<file path="src/hw/rtl/gmdfs_pkg.sv">
// Package for the grid maze depth-first path finder.
// Holds move codes, visit mark codes and the stack entry layout.
// Used by the step unit and the top level; depends on nothing.
package gmdfs_pkg;

  localparam int CoordW = 3;

  // Move codes, as seen on move_dir and as the 1-based tried direction.
  localparam logic [2:0] MOVE_NONE  = 3'd0;
  localparam logic [2:0] MOVE_NORTH = 3'd1;
  localparam logic [2:0] MOVE_EAST  = 3'd2;
  localparam logic [2:0] MOVE_SOUTH = 3'd3;
  localparam logic [2:0] MOVE_WEST  = 3'd4;

  // Visit marks.
  localparam logic [1:0] MARK_FREE = 2'd0;
  localparam logic [1:0] MARK_PATH = 2'd1;
  localparam logic [1:0] MARK_DEAD = 2'd2;

  // Configuration register indexes.
  localparam logic [1:0] REG_START_ROW = 2'd0;
  localparam logic [1:0] REG_START_COL = 2'd1;
  localparam logic [1:0] REG_GOAL_ROW  = 2'd2;
  localparam logic [1:0] REG_GOAL_COL  = 2'd3;

  // One level of the search stack: cell and number of directions tried.
  typedef struct packed {
    logic [CoordW-1:0] row;
    logic [CoordW-1:0] col;
    logic [2:0]        dir;
  } stack_entry_t;

  // Cell produced by the neighbor unit.
  typedef struct packed {
    logic              in_grid;
    logic [CoordW-1:0] row;
    logic [CoordW-1:0] col;
  } cell_t;

endpackage

</file>
<file path="src/hw/rtl/gmdfs_ram.sv">
// Generic simple dual-port RAM: one write port, one read port.
// Read data is registered. No package dependency.
module gmdfs_ram #(
  parameter int WIDTH = 8,
  parameter int DEPTH = 64
) (
  input  logic                     clk,
  input  logic                     we,
  input  logic [$clog2(DEPTH)-1:0] waddr,
  input  logic [WIDTH-1:0]         wdata,
  input  logic [$clog2(DEPTH)-1:0] raddr,
  output logic [WIDTH-1:0]         rdata
);

  logic [WIDTH-1:0] mem [DEPTH];

  always_ff @(posedge clk) begin
    if (we) begin
      mem[waddr] <= wdata;
    end
    rdata <= mem[raddr];
  end

endmodule

</file>
<file path="src/hw/rtl/gmdfs_step_unit.sv">
// Shared neighbor unit: steps a cell by one move, checks it against the grid
// bounds and forms its linear memory address. Depends on gmdfs_pkg.
module gmdfs_step_unit import gmdfs_pkg::*; #(
  parameter int GRID_ROWS = 8,
  parameter int GRID_COLS = 8
) (
  input  logic [CoordW-1:0]                      row,
  input  logic [CoordW-1:0]                      col,
  input  logic [2:0]                             move,
  output cell_t                                  stepped,
  output logic [$clog2(GRID_ROWS*GRID_COLS)-1:0] addr
);

  localparam int AW = $clog2(GRID_ROWS * GRID_COLS);
  localparam logic [CoordW:0] ROWS_W = (CoordW + 1)'(GRID_ROWS);
  localparam logic [CoordW:0] COLS_W = (CoordW + 1)'(GRID_COLS);

  // One extra bit so that stepping off either edge lands outside the grid.
  logic [CoordW:0]     r_ext;
  logic [CoordW:0]     c_ext;
  logic [2*CoordW+1:0] lin;

  always_comb begin
    r_ext = {1'b0, row};
    c_ext = {1'b0, col};
    case (move)
      MOVE_NORTH: r_ext = r_ext - 1'b1;
      MOVE_EAST:  c_ext = c_ext + 1'b1;
      MOVE_SOUTH: r_ext = r_ext + 1'b1;
      MOVE_WEST:  c_ext = c_ext - 1'b1;
      default: ;
    endcase
    lin = {{(CoordW + 1){1'b0}}, r_ext} * {{(CoordW + 1){1'b0}}, COLS_W}
          + {{(CoordW + 1){1'b0}}, c_ext};
    stepped.in_grid = (r_ext < ROWS_W) && (c_ext < COLS_W);
    stepped.row     = r_ext[CoordW-1:0];
    stepped.col     = c_ext[CoordW-1:0];
    addr            = lin[AW-1:0];
  end

endmodule

</file>
<file path="src/hw/rtl/grid_maze_dfs_path_finder_top.sv">
// Top level of the grid maze depth-first path finder: sequencer, wall map,
// visit marks and search stack. Depends on gmdfs_pkg, gmdfs_ram, gmdfs_step_unit.
//
// Channel  | Handshake              | Payload
// ---------+------------------------+------------------------------------------
// cell in  | start / busy           | cell_row, cell_col, cell_wall, last_cell
// result   | result_valid (strobe)  | path_found, move_dir, to_row, to_col,
//          |                        | last_result
// config   | cfg_valid / cfg_ready  | cfg_index, cfg_data
//
// A cell word without last_cell is taken and busy stays low.
// With last_cell the search runs: setup in S_INIT and S_START, then S_STEP and
// S_CHECK per in-grid neighbor tried, S_STEP alone per neighbor off the grid and
// S_STEP then S_POP per dead-end pop, all through the one neighbor unit and the
// single read port of each memory. A found path streams out move words from
// S_EMIT_RD and S_EMIT_OUT, the final word from S_LAST. Reset is synchronous and
// clears the wall map valid bits, so the block starts with an open grid. Config
// writes wait while busy; the receiver cannot stall results.
module grid_maze_dfs_path_finder_top import gmdfs_pkg::*; #(
  parameter int GRID_ROWS = 8,
  parameter int GRID_COLS = 8
) (
  input  logic              clk,
  input  logic              rst,
  input  logic              start,
  output logic              busy,
  input  logic [CoordW-1:0] cell_row,
  input  logic [CoordW-1:0] cell_col,
  input  logic              cell_wall,
  input  logic              last_cell,
  output logic              result_valid,
  output logic              path_found,
  output logic [2:0]        move_dir,
  output logic [CoordW-1:0] to_row,
  output logic [CoordW-1:0] to_col,
  output logic              last_result,
  input  logic              cfg_valid,
  output logic              cfg_ready,
  input  logic [1:0]        cfg_index,
  input  logic [CoordW-1:0] cfg_data
);

  localparam int NCELLS = GRID_ROWS * GRID_COLS;
  localparam int AW     = $clog2(NCELLS);
  localparam int TW     = $clog2(NCELLS + 1);
  localparam int SW     = $bits(stack_entry_t);

  typedef enum logic [9:0] {
    S_IDLE     = 10'b0000000001,
    S_INIT     = 10'b0000000010,
    S_START    = 10'b0000000100,
    S_STEP     = 10'b0000001000,
    S_CHECK    = 10'b0000010000,
    S_POP      = 10'b0000100000,
    S_FIRST    = 10'b0001000000,
    S_EMIT_RD  = 10'b0010000000,
    S_EMIT_OUT = 10'b0100000000,
    S_LAST     = 10'b1000000000
  } state_t;

  state_t state;

  logic [CoordW-1:0] start_row;
  logic [CoordW-1:0] start_col;
  logic [CoordW-1:0] goal_row;
  logic [CoordW-1:0] goal_col;

  // Current top of the stack lives in registers; lower levels in the RAM.
  logic [CoordW-1:0] cur_row;
  logic [CoordW-1:0] cur_col;
  logic [2:0]        cur_dir;
  logic [TW-1:0]     top;
  logic [TW-1:0]     idx;
  logic [2:0]        prev_dir;

  logic [CoordW-1:0] nb_row;
  logic [CoordW-1:0] nb_col;
  logic [AW-1:0]     nb_addr;
  logic              start_ok;

  logic [NCELLS-1:0] wall_vld;
  logic [NCELLS-1:0] visit_vld;

  logic [CoordW-1:0] u_row;
  logic [CoordW-1:0] u_col;
  logic [2:0]        u_move;
  cell_t             u_cell;
  logic [AW-1:0]     u_addr;

  logic              wall_we;
  logic              wall_rdata;
  logic              visit_we;
  logic [AW-1:0]     visit_waddr;
  logic [1:0]        visit_wdata;
  logic [1:0]        visit_rdata;
  logic              stk_we;
  logic [AW-1:0]     stk_waddr;
  stack_entry_t      stk_wdata;
  logic [AW-1:0]     stk_raddr;
  logic [SW-1:0]     stk_rdata_raw;
  stack_entry_t      stk_rdata;
  logic [TW-1:0]     top_dec;

  logic              nb_blocked;
  logic              start_blocked;

  assign busy      = (state != S_IDLE);
  assign cfg_ready = !busy;
  assign stk_rdata = stack_entry_t'(stk_rdata_raw);
  assign top_dec   = top - 1'b1;

  assign nb_blocked = (wall_vld[nb_addr] & wall_rdata)
                    | (visit_vld[nb_addr] & (visit_rdata != MARK_FREE));
  assign start_blocked = !start_ok || (wall_vld[nb_addr] & wall_rdata);

  // Neighbor unit input selection.
  always_comb begin
    u_row  = cur_row;
    u_col  = cur_col;
    u_move = (cur_dir >= 3'd4) ? MOVE_NONE : cur_dir + 3'd1;
    case (state)
      S_IDLE: begin
        u_row  = cell_row;
        u_col  = cell_col;
        u_move = MOVE_NONE;
      end
      S_INIT: begin
        u_row  = start_row;
        u_col  = start_col;
        u_move = MOVE_NONE;
      end
      default: ;
    endcase
  end

  gmdfs_step_unit #(
    .GRID_ROWS(GRID_ROWS),
    .GRID_COLS(GRID_COLS)
  ) u_step (
    .row    (u_row),
    .col    (u_col),
    .move   (u_move),
    .stepped(u_cell),
    .addr   (u_addr)
  );

  // Memory port control.
  always_comb begin
    wall_we     = (state == S_IDLE) && start && u_cell.in_grid;
    visit_we    = 1'b0;
    visit_waddr = nb_addr;
    visit_wdata = MARK_PATH;
    stk_we      = 1'b0;
    stk_waddr   = top_dec[AW-1:0];
    stk_wdata   = '{row: cur_row, col: cur_col, dir: cur_dir};
    stk_raddr   = idx[AW-1:0];
    case (state)
      S_START: begin
        visit_we = !start_blocked && !((start_row == goal_row) && (start_col == goal_col));
      end
      S_STEP: begin
        if (cur_dir >= 3'd4) begin
          visit_we    = 1'b1;
          visit_waddr = u_addr;
          visit_wdata = MARK_DEAD;
        end
        stk_raddr = top_dec[AW-1:0] - 1'b1;
      end
      S_CHECK: begin
        if (!nb_blocked && !((nb_row == goal_row) && (nb_col == goal_col))) begin
          visit_we = 1'b1;
          stk_we   = 1'b1;
        end
        stk_raddr = '0;
      end
      default: ;
    endcase
  end

  gmdfs_ram #(.WIDTH(1), .DEPTH(NCELLS)) u_wall_ram (
    .clk  (clk),
    .we   (wall_we),
    .waddr(u_addr),
    .wdata(cell_wall),
    .raddr(u_addr),
    .rdata(wall_rdata)
  );

  gmdfs_ram #(.WIDTH(2), .DEPTH(NCELLS)) u_visit_ram (
    .clk  (clk),
    .we   (visit_we),
    .waddr(visit_waddr),
    .wdata(visit_wdata),
    .raddr(u_addr),
    .rdata(visit_rdata)
  );

  gmdfs_ram #(.WIDTH(SW), .DEPTH(NCELLS)) u_stack_ram (
    .clk  (clk),
    .we   (stk_we),
    .waddr(stk_waddr),
    .wdata(stk_wdata),
    .raddr(stk_raddr),
    .rdata(stk_rdata_raw)
  );

  // Configuration registers.
  always_ff @(posedge clk) begin
    if (rst) begin
      start_row <= '0;
      start_col <= '0;
      goal_row  <= 3'd7;
      goal_col  <= 3'd7;
    end else if (cfg_valid && cfg_ready) begin
      case (cfg_index)
        REG_START_ROW: start_row <= cfg_data;
        REG_START_COL: start_col <= cfg_data;
        REG_GOAL_ROW:  goal_row  <= cfg_data;
        REG_GOAL_COL:  goal_col  <= cfg_data;
        default: ;
      endcase
    end
  end

  // Valid bits: a cell never written reads as open and unvisited.
  always_ff @(posedge clk) begin
    if (rst) begin
      wall_vld  <= '0;
      visit_vld <= '0;
    end else begin
      if (wall_we) begin
        wall_vld[u_addr] <= 1'b1;
      end
      if (state == S_INIT) begin
        visit_vld <= '0;
      end else if (visit_we) begin
        visit_vld[visit_waddr] <= 1'b1;
      end
    end
  end

  // Sequencer.
  always_ff @(posedge clk) begin
    if (rst) begin
      state        <= S_IDLE;
      result_valid <= 1'b0;
      top          <= '0;
      idx          <= '0;
    end else begin
      result_valid <= 1'b0;
      case (state)
        S_IDLE: begin
          if (start && last_cell) begin
            state <= S_INIT;
          end
        end
        S_INIT: begin
          start_ok <= u_cell.in_grid;
          nb_addr  <= u_addr;
          state    <= S_START;
        end
        S_START: begin
          if (start_blocked) begin
            result_valid <= 1'b1;
            path_found   <= 1'b0;
            move_dir     <= MOVE_NONE;
            to_row       <= '0;
            to_col       <= '0;
            last_result  <= 1'b1;
            state        <= S_IDLE;
          end else if ((start_row == goal_row) && (start_col == goal_col)) begin
            result_valid <= 1'b1;
            path_found   <= 1'b1;
            move_dir     <= MOVE_NONE;
            to_row       <= goal_row;
            to_col       <= goal_col;
            last_result  <= 1'b1;
            state        <= S_IDLE;
          end else begin
            cur_row <= start_row;
            cur_col <= start_col;
            cur_dir <= '0;
            top     <= TW'(1);
            state   <= S_STEP;
          end
        end
        S_STEP: begin
          if (cur_dir >= 3'd4) begin
            // Dead end: drop this level and reload the one below.
            top <= top_dec;
            if (top_dec == '0) begin
              result_valid <= 1'b1;
              path_found   <= 1'b0;
              move_dir     <= MOVE_NONE;
              to_row       <= '0;
              to_col       <= '0;
              last_result  <= 1'b1;
              state        <= S_IDLE;
            end else begin
              state <= S_POP;
            end
          end else begin
            cur_dir <= cur_dir + 3'd1;
            nb_row  <= u_cell.row;
            nb_col  <= u_cell.col;
            nb_addr <= u_addr;
            if (u_cell.in_grid) begin
              state <= S_CHECK;
            end
          end
        end
        S_POP: begin
          cur_row <= stk_rdata.row;
          cur_col <= stk_rdata.col;
          cur_dir <= stk_rdata.dir;
          state   <= S_STEP;
        end
        S_CHECK: begin
          if (nb_blocked) begin
            state <= S_STEP;
          end else if ((nb_row == goal_row) && (nb_col == goal_col)) begin
            idx <= TW'(1);
            if (top == TW'(1)) begin
              prev_dir <= cur_dir;
              state    <= S_LAST;
            end else begin
              state <= S_FIRST;
            end
          end else begin
            cur_row <= nb_row;
            cur_col <= nb_col;
            cur_dir <= '0;
            top     <= top + 1'b1;
            state   <= S_STEP;
          end
        end
        S_FIRST: begin
          prev_dir <= stk_rdata.dir;
          state    <= S_EMIT_RD;
        end
        S_EMIT_RD: begin
          if (idx == top_dec) begin
            // Next level is the register-held top.
            result_valid <= 1'b1;
            path_found   <= 1'b1;
            move_dir     <= prev_dir;
            to_row       <= cur_row;
            to_col       <= cur_col;
            last_result  <= 1'b0;
            prev_dir     <= cur_dir;
            state        <= S_LAST;
          end else begin
            state <= S_EMIT_OUT;
          end
        end
        S_EMIT_OUT: begin
          result_valid <= 1'b1;
          path_found   <= 1'b1;
          move_dir     <= prev_dir;
          to_row       <= stk_rdata.row;
          to_col       <= stk_rdata.col;
          last_result  <= 1'b0;
          prev_dir     <= stk_rdata.dir;
          idx          <= idx + 1'b1;
          state        <= S_EMIT_RD;
        end
        S_LAST: begin
          result_valid <= 1'b1;
          path_found   <= 1'b1;
          move_dir     <= prev_dir;
          to_row       <= goal_row;
          to_col       <= goal_col;
          last_result  <= 1'b1;
          state        <= S_IDLE;
        end
        default: state <= S_IDLE;
      endcase
    end
  end

endmodule

</file>
<file path="config.mk">
export PLATFORM = sky130hd
export DESIGN_NAME = grid_maze_dfs_path_finder_top
export DESIGN_NICKNAME = d
export VERILOG_FILES = /design/src/hw/rtl/gmdfs_pkg.sv /design/src/hw/rtl/gmdfs_ram.sv /design/src/hw/rtl/gmdfs_step_unit.sv /design/src/hw/rtl/grid_maze_dfs_path_finder_top.sv
export SDC_FILE = /design/constraint.sdc
export NUM_CORES = 1
export LEC_CHECK = 0
export BUFFER_PORTS_ARGS = -buffer_cell sky130_fd_sc_hd__clkbuf_2
export CAP_MARGIN = 20
export CELL_PAD_IN_SITES_DETAIL_PLACEMENT = 0
export CELL_PAD_IN_SITES_GLOBAL_PLACEMENT = 1
export CORE_AREA = 4 4 298 300
export DETAILED_ROUTE_END_ITERATION = 8
export DIE_AREA = 0 0 302 304
export PLACE_DENSITY_LB_ADDON = 0.1
export SETUP_SLACK_MARGIN = 0.2
export SYNTH_ARGS = -nofsm -noshare
export SYNTH_HDL_FRONTEND = slang
export SYNTH_SLANG_ARGS = --single-unit
</file>
<file path="constraint.sdc">
create_clock -name clk -period 4.7 [get_ports clk]
set_input_delay 0 -clock clk [delete_from_list [all_inputs] [get_ports clk]]
set_output_delay 0 -clock clk [all_outputs]
set_load 0.005 [all_outputs]
</file>
### Word-level counts from Yosys, hierarchy flattened

Memories as Yosys holds them, arrays and structs flattened. A register that Yosys moved wholly into a read port is not among the register bits.
Cells that the tools add are included.

* register bits after elaboration: 201
* bits in latches: 0
* RAM bits: 768
* memory bits (read-only): 0
* bits of input ports: 17
* output and inout bits: 14
* word-level logic and storage cells: 239
* memories: 3

* add/subtract/negate cells: 10
* $mul: 0
* divide/modulo/power cells: 0
* magnitude comparators: 8
* eq/ne operators: 37
* shift-type cells: 0
* multiplexer cells: 103
* bitwise logic cells: 7
* reduce and logical (&&, ||, !) cells: 48

Memory list
* u_stack_ram.mem: depth 64, bits a word 9, rd ports 1, clocked after memory_dff 1, wr ports 1, line gmdfs_ram.sv:15 `logic [WIDTH-1:0] mem [DEPTH];`
* u_visit_ram.mem: depth 64, bits a word 2, rd ports 1, clocked after memory_dff 1, wr ports 1, line gmdfs_ram.sv:15
* u_wall_ram.mem: depth 64, bits a word 1, rd ports 1, clocked after memory_dff 1, wr ports 1, line gmdfs_ram.sv:15

Operator list (count)
* 64-bit OR: 2
* 3-bit two-way mux: 30
* 10-bit case mux with 8 select lines: 1
* 10-bit two-way mux: 7
* 7-bit two-way mux: 7
* 3-bit case mux with 5 select lines: 2
* 6-bit AND reduction: 5
* 1-bit two-way mux: 27
* 3-bit case mux with 3 select lines: 3
* 6-bit two-way mux: 4
* 3-bit case mux with 4 select lines: 2
* 6-bit case mux with 2 select lines: 2
* 6-bit by 7-bit less-than comparator with 1-bit output, second input constant: 3
* 7-bit case mux with 3 select lines: 1
* 2-bit inequality test, second input constant: 10
* 4-bit case mux with 2 select lines: 2
* 7-bit by 1-bit adder with 7-bit output, second input constant: 2
* 7-bit case mux with 2 select lines: 1
* 1-bit binary-select mux with 6-bit select: 2
* 1-bit demux with 6-bit select: 2
* 3-bit equality test: 4
* 6-bit by 1-bit greater-or-equal comparator with 1-bit output, second input constant: 2
* 3-bit case mux with 2 select lines: 2
* 2-bit AND reduction: 6
* other kinds (48): 84

### Depth between registers and ports, before layout

* depth after elaboration: 13
* mapped depth: 20
* depth with buffers taken out: 18

### Cells and area by module

Synthesis repeated with hierarchy kept, for this count alone.

* cells, all modules: 2690
* area, all modules: 41142.0 um2

Modules (own cells, without submodules)
* gmdfs_ram at u_stack_ram: times used 1, cells an instance 1071, area an instance 22649.2 um2, sequential area each 17476.8 um2
* grid_maze_dfs_path_finder_top: times used 1, cells an instance 1049, area an instance 9833.2 um2, sequential area each 4384.2 um2
* gmdfs_ram at u_visit_ram: times used 1, cells an instance 324, area an instance 5397.7 um2, sequential area each 3883.7 um2
* gmdfs_ram at u_wall_ram: times used 1, cells an instance 204, area an instance 2914.0 um2, sequential area each 1941.9 um2
* gmdfs_step_unit: times used 1, cells an instance 42, area an instance 347.8 um2, sequential area each 0.0 um2

### Least setup slack after synthesis

OpenSTA, ideal clock, no wires.

* path type: flip-flop to flip-flop
* start: register cur_dir[2]
* end: memory u_visit_ram.mem[240][0], in the netlist u_visit_ram.mem[30][0] (enable)
* library setup time: 310 ps
* data arrival time: 4808 ps
* required time: 4390 ps
* path slack: -418 ps
* stages on the path, launching flop included: 16
* buffers on the path: 3
* clock period less this slack: 5118 ps
* path through: edfxtp_1 -> clkbuf_1 -> inv_1 -> ha_1 -> nor4_1 -> nand2_1 -> fa_1 -> mux2_2 -> ha_1 -> xnor2_1 -> clkinv_1 -> o32a_1 -> or2_1 -> buf_6 -> buf_6 -> nor2_1

RTL lines
* from (decl): line grid_maze_dfs_path_finder_top.sv:71 `logic [2:0] cur_dir;`
* from (signal assigned): line grid_maze_dfs_path_finder_top.sv:303 `cur_dir <= cur_dir + 3'd1;`
* from (signal assigned): line grid_maze_dfs_path_finder_top.sv:315 `cur_dir <= stk_rdata.dir;`
* to (decl): line gmdfs_ram.sv:15

### Worst setup path after layout

* start: register state[4]
* end: memory u_visit_ram.mem[448][0], in the netlist u_visit_ram.mem[56][0] (enable)

* cells in the longest elaborated chain, start to end: 8
* elaborated cells between the ends (all ways): 25
* those cells by class: add/sub (5); eq/ne (9); mux (10); reduce/logical (1)

Ends and longest elaborated chain
* from (decl): line grid_maze_dfs_path_finder_top.sv:61 `state_t state;`
* from (signal assigned): line grid_maze_dfs_path_finder_top.sv:245 `state <= S_IDLE;`
* from (signal assigned): line grid_maze_dfs_path_finder_top.sv:254 `state <= S_INIT;`
* from (signal assigned): line grid_maze_dfs_path_finder_top.sv:260 `state <= S_START;`
* parallel branches: the longest is 5 deep, another holds 3-bit by 1-bit adder with 4-bit output
* 6-bit by 4-bit adder with 6-bit output *: line gmdfs_step_unit.sv:34 `+ {{(CoordW + 1){1'b0}}, c_ext};`
* via u_addr[4]: line grid_maze_dfs_path_finder_top.sv:88 `logic [AW-1:0] u_addr;`
* 6-bit two-way mux *: line grid_maze_dfs_path_finder_top.sv:162 `if (cur_dir >= 3'd4) begin`
* 6-bit two-way mux *: line grid_maze_dfs_path_finder_top.sv:157 `case (state)`

Mark *: on every way through the listed nets, which the timed path passes.

==> flow_metrics.py <==
metrics = {
    "clock_network": {
        "cts_buffer_depth": 3,
        "cts_root_buf": "clkbuf_16",
        "clkLatencyLatePin_ps": 660,
        "cts.htree.levels": 3,
        "cts_buffers": 101,
        "cts_tree": "yes",
        "clkTransAtPathRegs_ps": 60,
        "cts.sinks": 981,
    },
    "setup_path": {
        "critical_path.top_delay_family": "simple AND/OR/NAND/NOR gates",
        "cp.depth": 14,
        "reg2reg_slack_ps": 340,
        "cp_cell_sequence": "or4_4, a211oi_2, a21o_1, inv_2, buf_4, o21ai_1, mux2i_1, nor2_1, ha_1, ha_4, clkinv_4, nor3_2, o21ai_1, nor2_1",
        "worstSetupStartpointType": "flip-flop",
        "r2r_end": "u_visit_ram.mem[56][0]",
        "crit_arrival_ps": 4700,
        "cp_max_fo": 20,
        "slowest_delay_ps": 610,
        "rr_worst_depth": 14,
        "worst-path-buf-inv": 3,
        "cp.required_ps": 5040,
        "crit_path_end_kind": "flip-flop",
        "critPathLaunch": "state[4]",
        "worstSetupEndpoint": "u_visit_ram.mem[56][0]",
        "rr_startpoint": "state[4]",
        "crit_path_top_delay_cell": "or4_4",
        "critPathKind": "reg -> reg",
    },
    "hold_path": {
        "min_from": "cell_wall",
        "hold_path.class": "in -> reg",
        "hold_path_depth": 1,
    },
    "yosys": {
        "synth-edff-count": 804,
        "seq_area_frac_synth": 0.676,
        "synth_seq_cells": 981,
        "syn_nets": 2941,
        "syn_area_sq_mm": 0.0409,
        "yosys_warnings": 0,
        "synthDistinctLibCells": 88,
        "avgSynthCellArea_sq_um": 14.1,
        "dominantRegCellSynth": "edfxtp_1",
        "async_reset_ff_frac": 0,
        "synthCells": 2908,
    },
    "grt": {
        "grt_start_max_net_pins": 76,
        "grt_use_total": 0.245,
        "grt_pass1_vias": 25923,
        "grt_pass1_wl_mm": 169,
        "antenna_found_initial": 2,
        "overflow": 0,
    },
    "sta": {
        "hold_viol": 0,
        "grt_setup_unrepaired": "false",
        "clock_skew_ps": 24.8,
        "fmax_mhz": 229,
        "fin_ws_ps": 340,
        "period_share": 0.928,
        "finalSetupViolCount": 0,
        "fin_crit_ps": 4360,
        "fin_tns_setup_ps": 0,
        "report.final.slew_viol_count": 0,
        "maxSlewHeadroom": 0.278,
        "worst-slew-pin-transition_ps": 1080,
    },
    "drt": {
        "drc": 0,
        "antenna_left": 0,
        "drtIter0Drc": 2463,
        "drt_first_pass_iters": 9,
        "vias": 26035,
        "viasPerCell": 5.96,
        "wl_mm": 114,
        "routedWlPerCell_um": 26.1,
    },
    "floorplan": {
        "fp.coreArea_sq_mm": 0.0862,
        "die_area_sq_mm": 0.0918,
        "placementRows": 108,
        "ioPinCount": 31,
        "start_util": 0.475,
        "die_x_um": 302,
        "die_h_um": 304,
    },
    "placed_design": {
        "place_congestion": 0.924,
        "pre_cts_slack_ps": 147,
        "port_buffers": 30,
        "place_hpwl_mm": 75.4,
    },
    "power_and_ir_drop": {
        "share_comb_of_total_power": 0.052,
        "p_sw_mw": 4.05,
        "seq_power_share": 0.501,
        "leakagePower_nw": 16.5,
        "cellPowerDensity_mw_per_mm2": 391,
        "clkPwrFrac": 0.447,
        "ir_worst_vdd_mv": 0.346,
        "swShare": 0.217,
        "p_int_mw": 14.6,
    },
    "finish": {
        "drive_gt1_frac": 0.198,
        "layout_commonest_cell": "edfxtp_1",
        "diodes": 0,
        "seqCellArea_sq_mm": 0.0277,
        "final_cell_mix": "804 x edfxtp_1, 246 x nor2_1, 232 x buf_4",
        "n_fill_cell": 7086,
        "final_util": 0.553,
        "multi_input_area_sq_mm": 0.0126,
        "nNetsFinal": 3161,
        "area_growth_syn_to_layout_pct": 16.6,
    },
    "run": {
        "maxCapViolCount": 0,
    },
    "run_status": {
        "status": "finished, final reports clean",
    },
}
==> how the worst min path moves through the flow <==
stage	to	slack, ps
2_1_floorplan	u_wall_ram.mem[0]	100
3_3_place_gp	goal_col[0]	280
3_5_place_dp	goal_col[0]	290
4_1_cts	goal_row[0]	140
5_1_grt	u_wall_ram.mem[50]	60
6_report	u_wall_ram.mem[2]	70
==> area by class of cell <==
class | count | area share
clock inverters | 58 | 0.0152
flip-flops and latches | 981 | 0.580
inverters | 42 | 0.00359
clock buffers | 132 | 0.0576
multi-input cells | 1709 | 0.264
well taps | 1155 | 0.0303
repair buffers | 293 | 0.0488
==> power by group through the flow <==
| stage | Combinational [mW] | Clock [mW] | Sequential, mW |
|---|---|---|---|
| floorplan | 0.539 | 0 | 9.52 |
| global placement | 0.899 | 0 | 9.53 |
| detailed placement | 0.907 | 0 | 9.53 |
| CTS | 0.925 | 8.48 | 9.34 |
| global route | 1.01 | 8.85 | 9.34 |
| finish | 0.966 | 8.33 | 9.34 |
==> cells by family after synthesis <==
kind of cell / Yosys count / share of synthesized area
buffers and inverters: 218 / 0.0246
AO/OA/AOI/OAI: 567 / 0.101
flip-flops: 981 / 0.676
multiplexers: 335 / 0.0986
XOR/XNOR: 43 / 0.00920
AND/OR/NAND/NOR: 748 / 0.0844
adder cells (fa/ha/maj): 16 / 0.00526
==> stage by stage <==
step           total power [mW]  std cells  hold WS [ps]  cell area, sq um
6_report                   18.6       4370          68.2             47700
5_1_grt                    19.2       4370          63.0             47700
4_1_cts                    18.7       4365           142             47500
3_5_place_dp               10.4       4159           293             43900
3_3_place_gp               10.4       4157           281             43900
2_1_floorplan              10.1       2908          98.9             41100
==> repair_timing <==
action	in CTS	in global routing
pin swaps	0	3
setup buffers	0	4
endpoints found under the hold margin	23	0
hold buffers	16	0
endpoints found under the setup margin	23	388
resized for setup	3	27
==> sequential cells by signal, summed over array words and instances (netlist names), 7 cells and up <==
register,count
state,10
top,7
u_stack_ram.mem,576
u_wall_ram.mem,64
wall_vld,64
idx,7
u_visit_ram.mem,128
visit_vld,64
u_stack_ram.rdata,9
==> metal layers <==
layer,share of wire,global-route usage
met5,0,0
met4,0.044,0.105
met3,0.054,0.0330
met2,0.51,0.421
met1,0.40,0.313
==> Yosys cell counts (7+ instances only) <==
master     number  area (sq um)
a211oi_1        8          60.1
a21oi_1        44           220
a221o_1         7          70.1
a221oi_1        9          78.8
a222oi_1       52           521
a22o_1         73           639
a22oi_1        37           278
a311oi_1       32           280
a31oi_1        24           150
and3_1          9          56.3
buf_2          44           220
buf_4          14           105
buf_6           9           101
clkbuf_1      100           375
dfxtp_1       177          3540
edfxtp_1      804         24100
ha_1           14           175
inv_1          37           139
mux2_2         66           743
mux2i_1       224          2240
mux4_1          8           210
mux4_2         35           788
nand2_1       222           833
nand2b_1       11          68.8
nand3_1        75           375
nand3b_1        9          67.6
nand4_1        10          62.6
nor2_1        274          1030
nor2b_1        19           119
nor3_1         33           165
nor4_1         11          68.8
nor4b_1        11          96.3
o2111ai_1      10          87.6
o21a_1         66           495
o21ai_0       116           581
o22ai_1        31           194
o31ai_1         9          67.6
or2_2          12          75.1
or3_1           9          56.3
xnor2_1        15           131
xor2_1         28           245
Note: power is estimated with default switching activity, not from simulation.
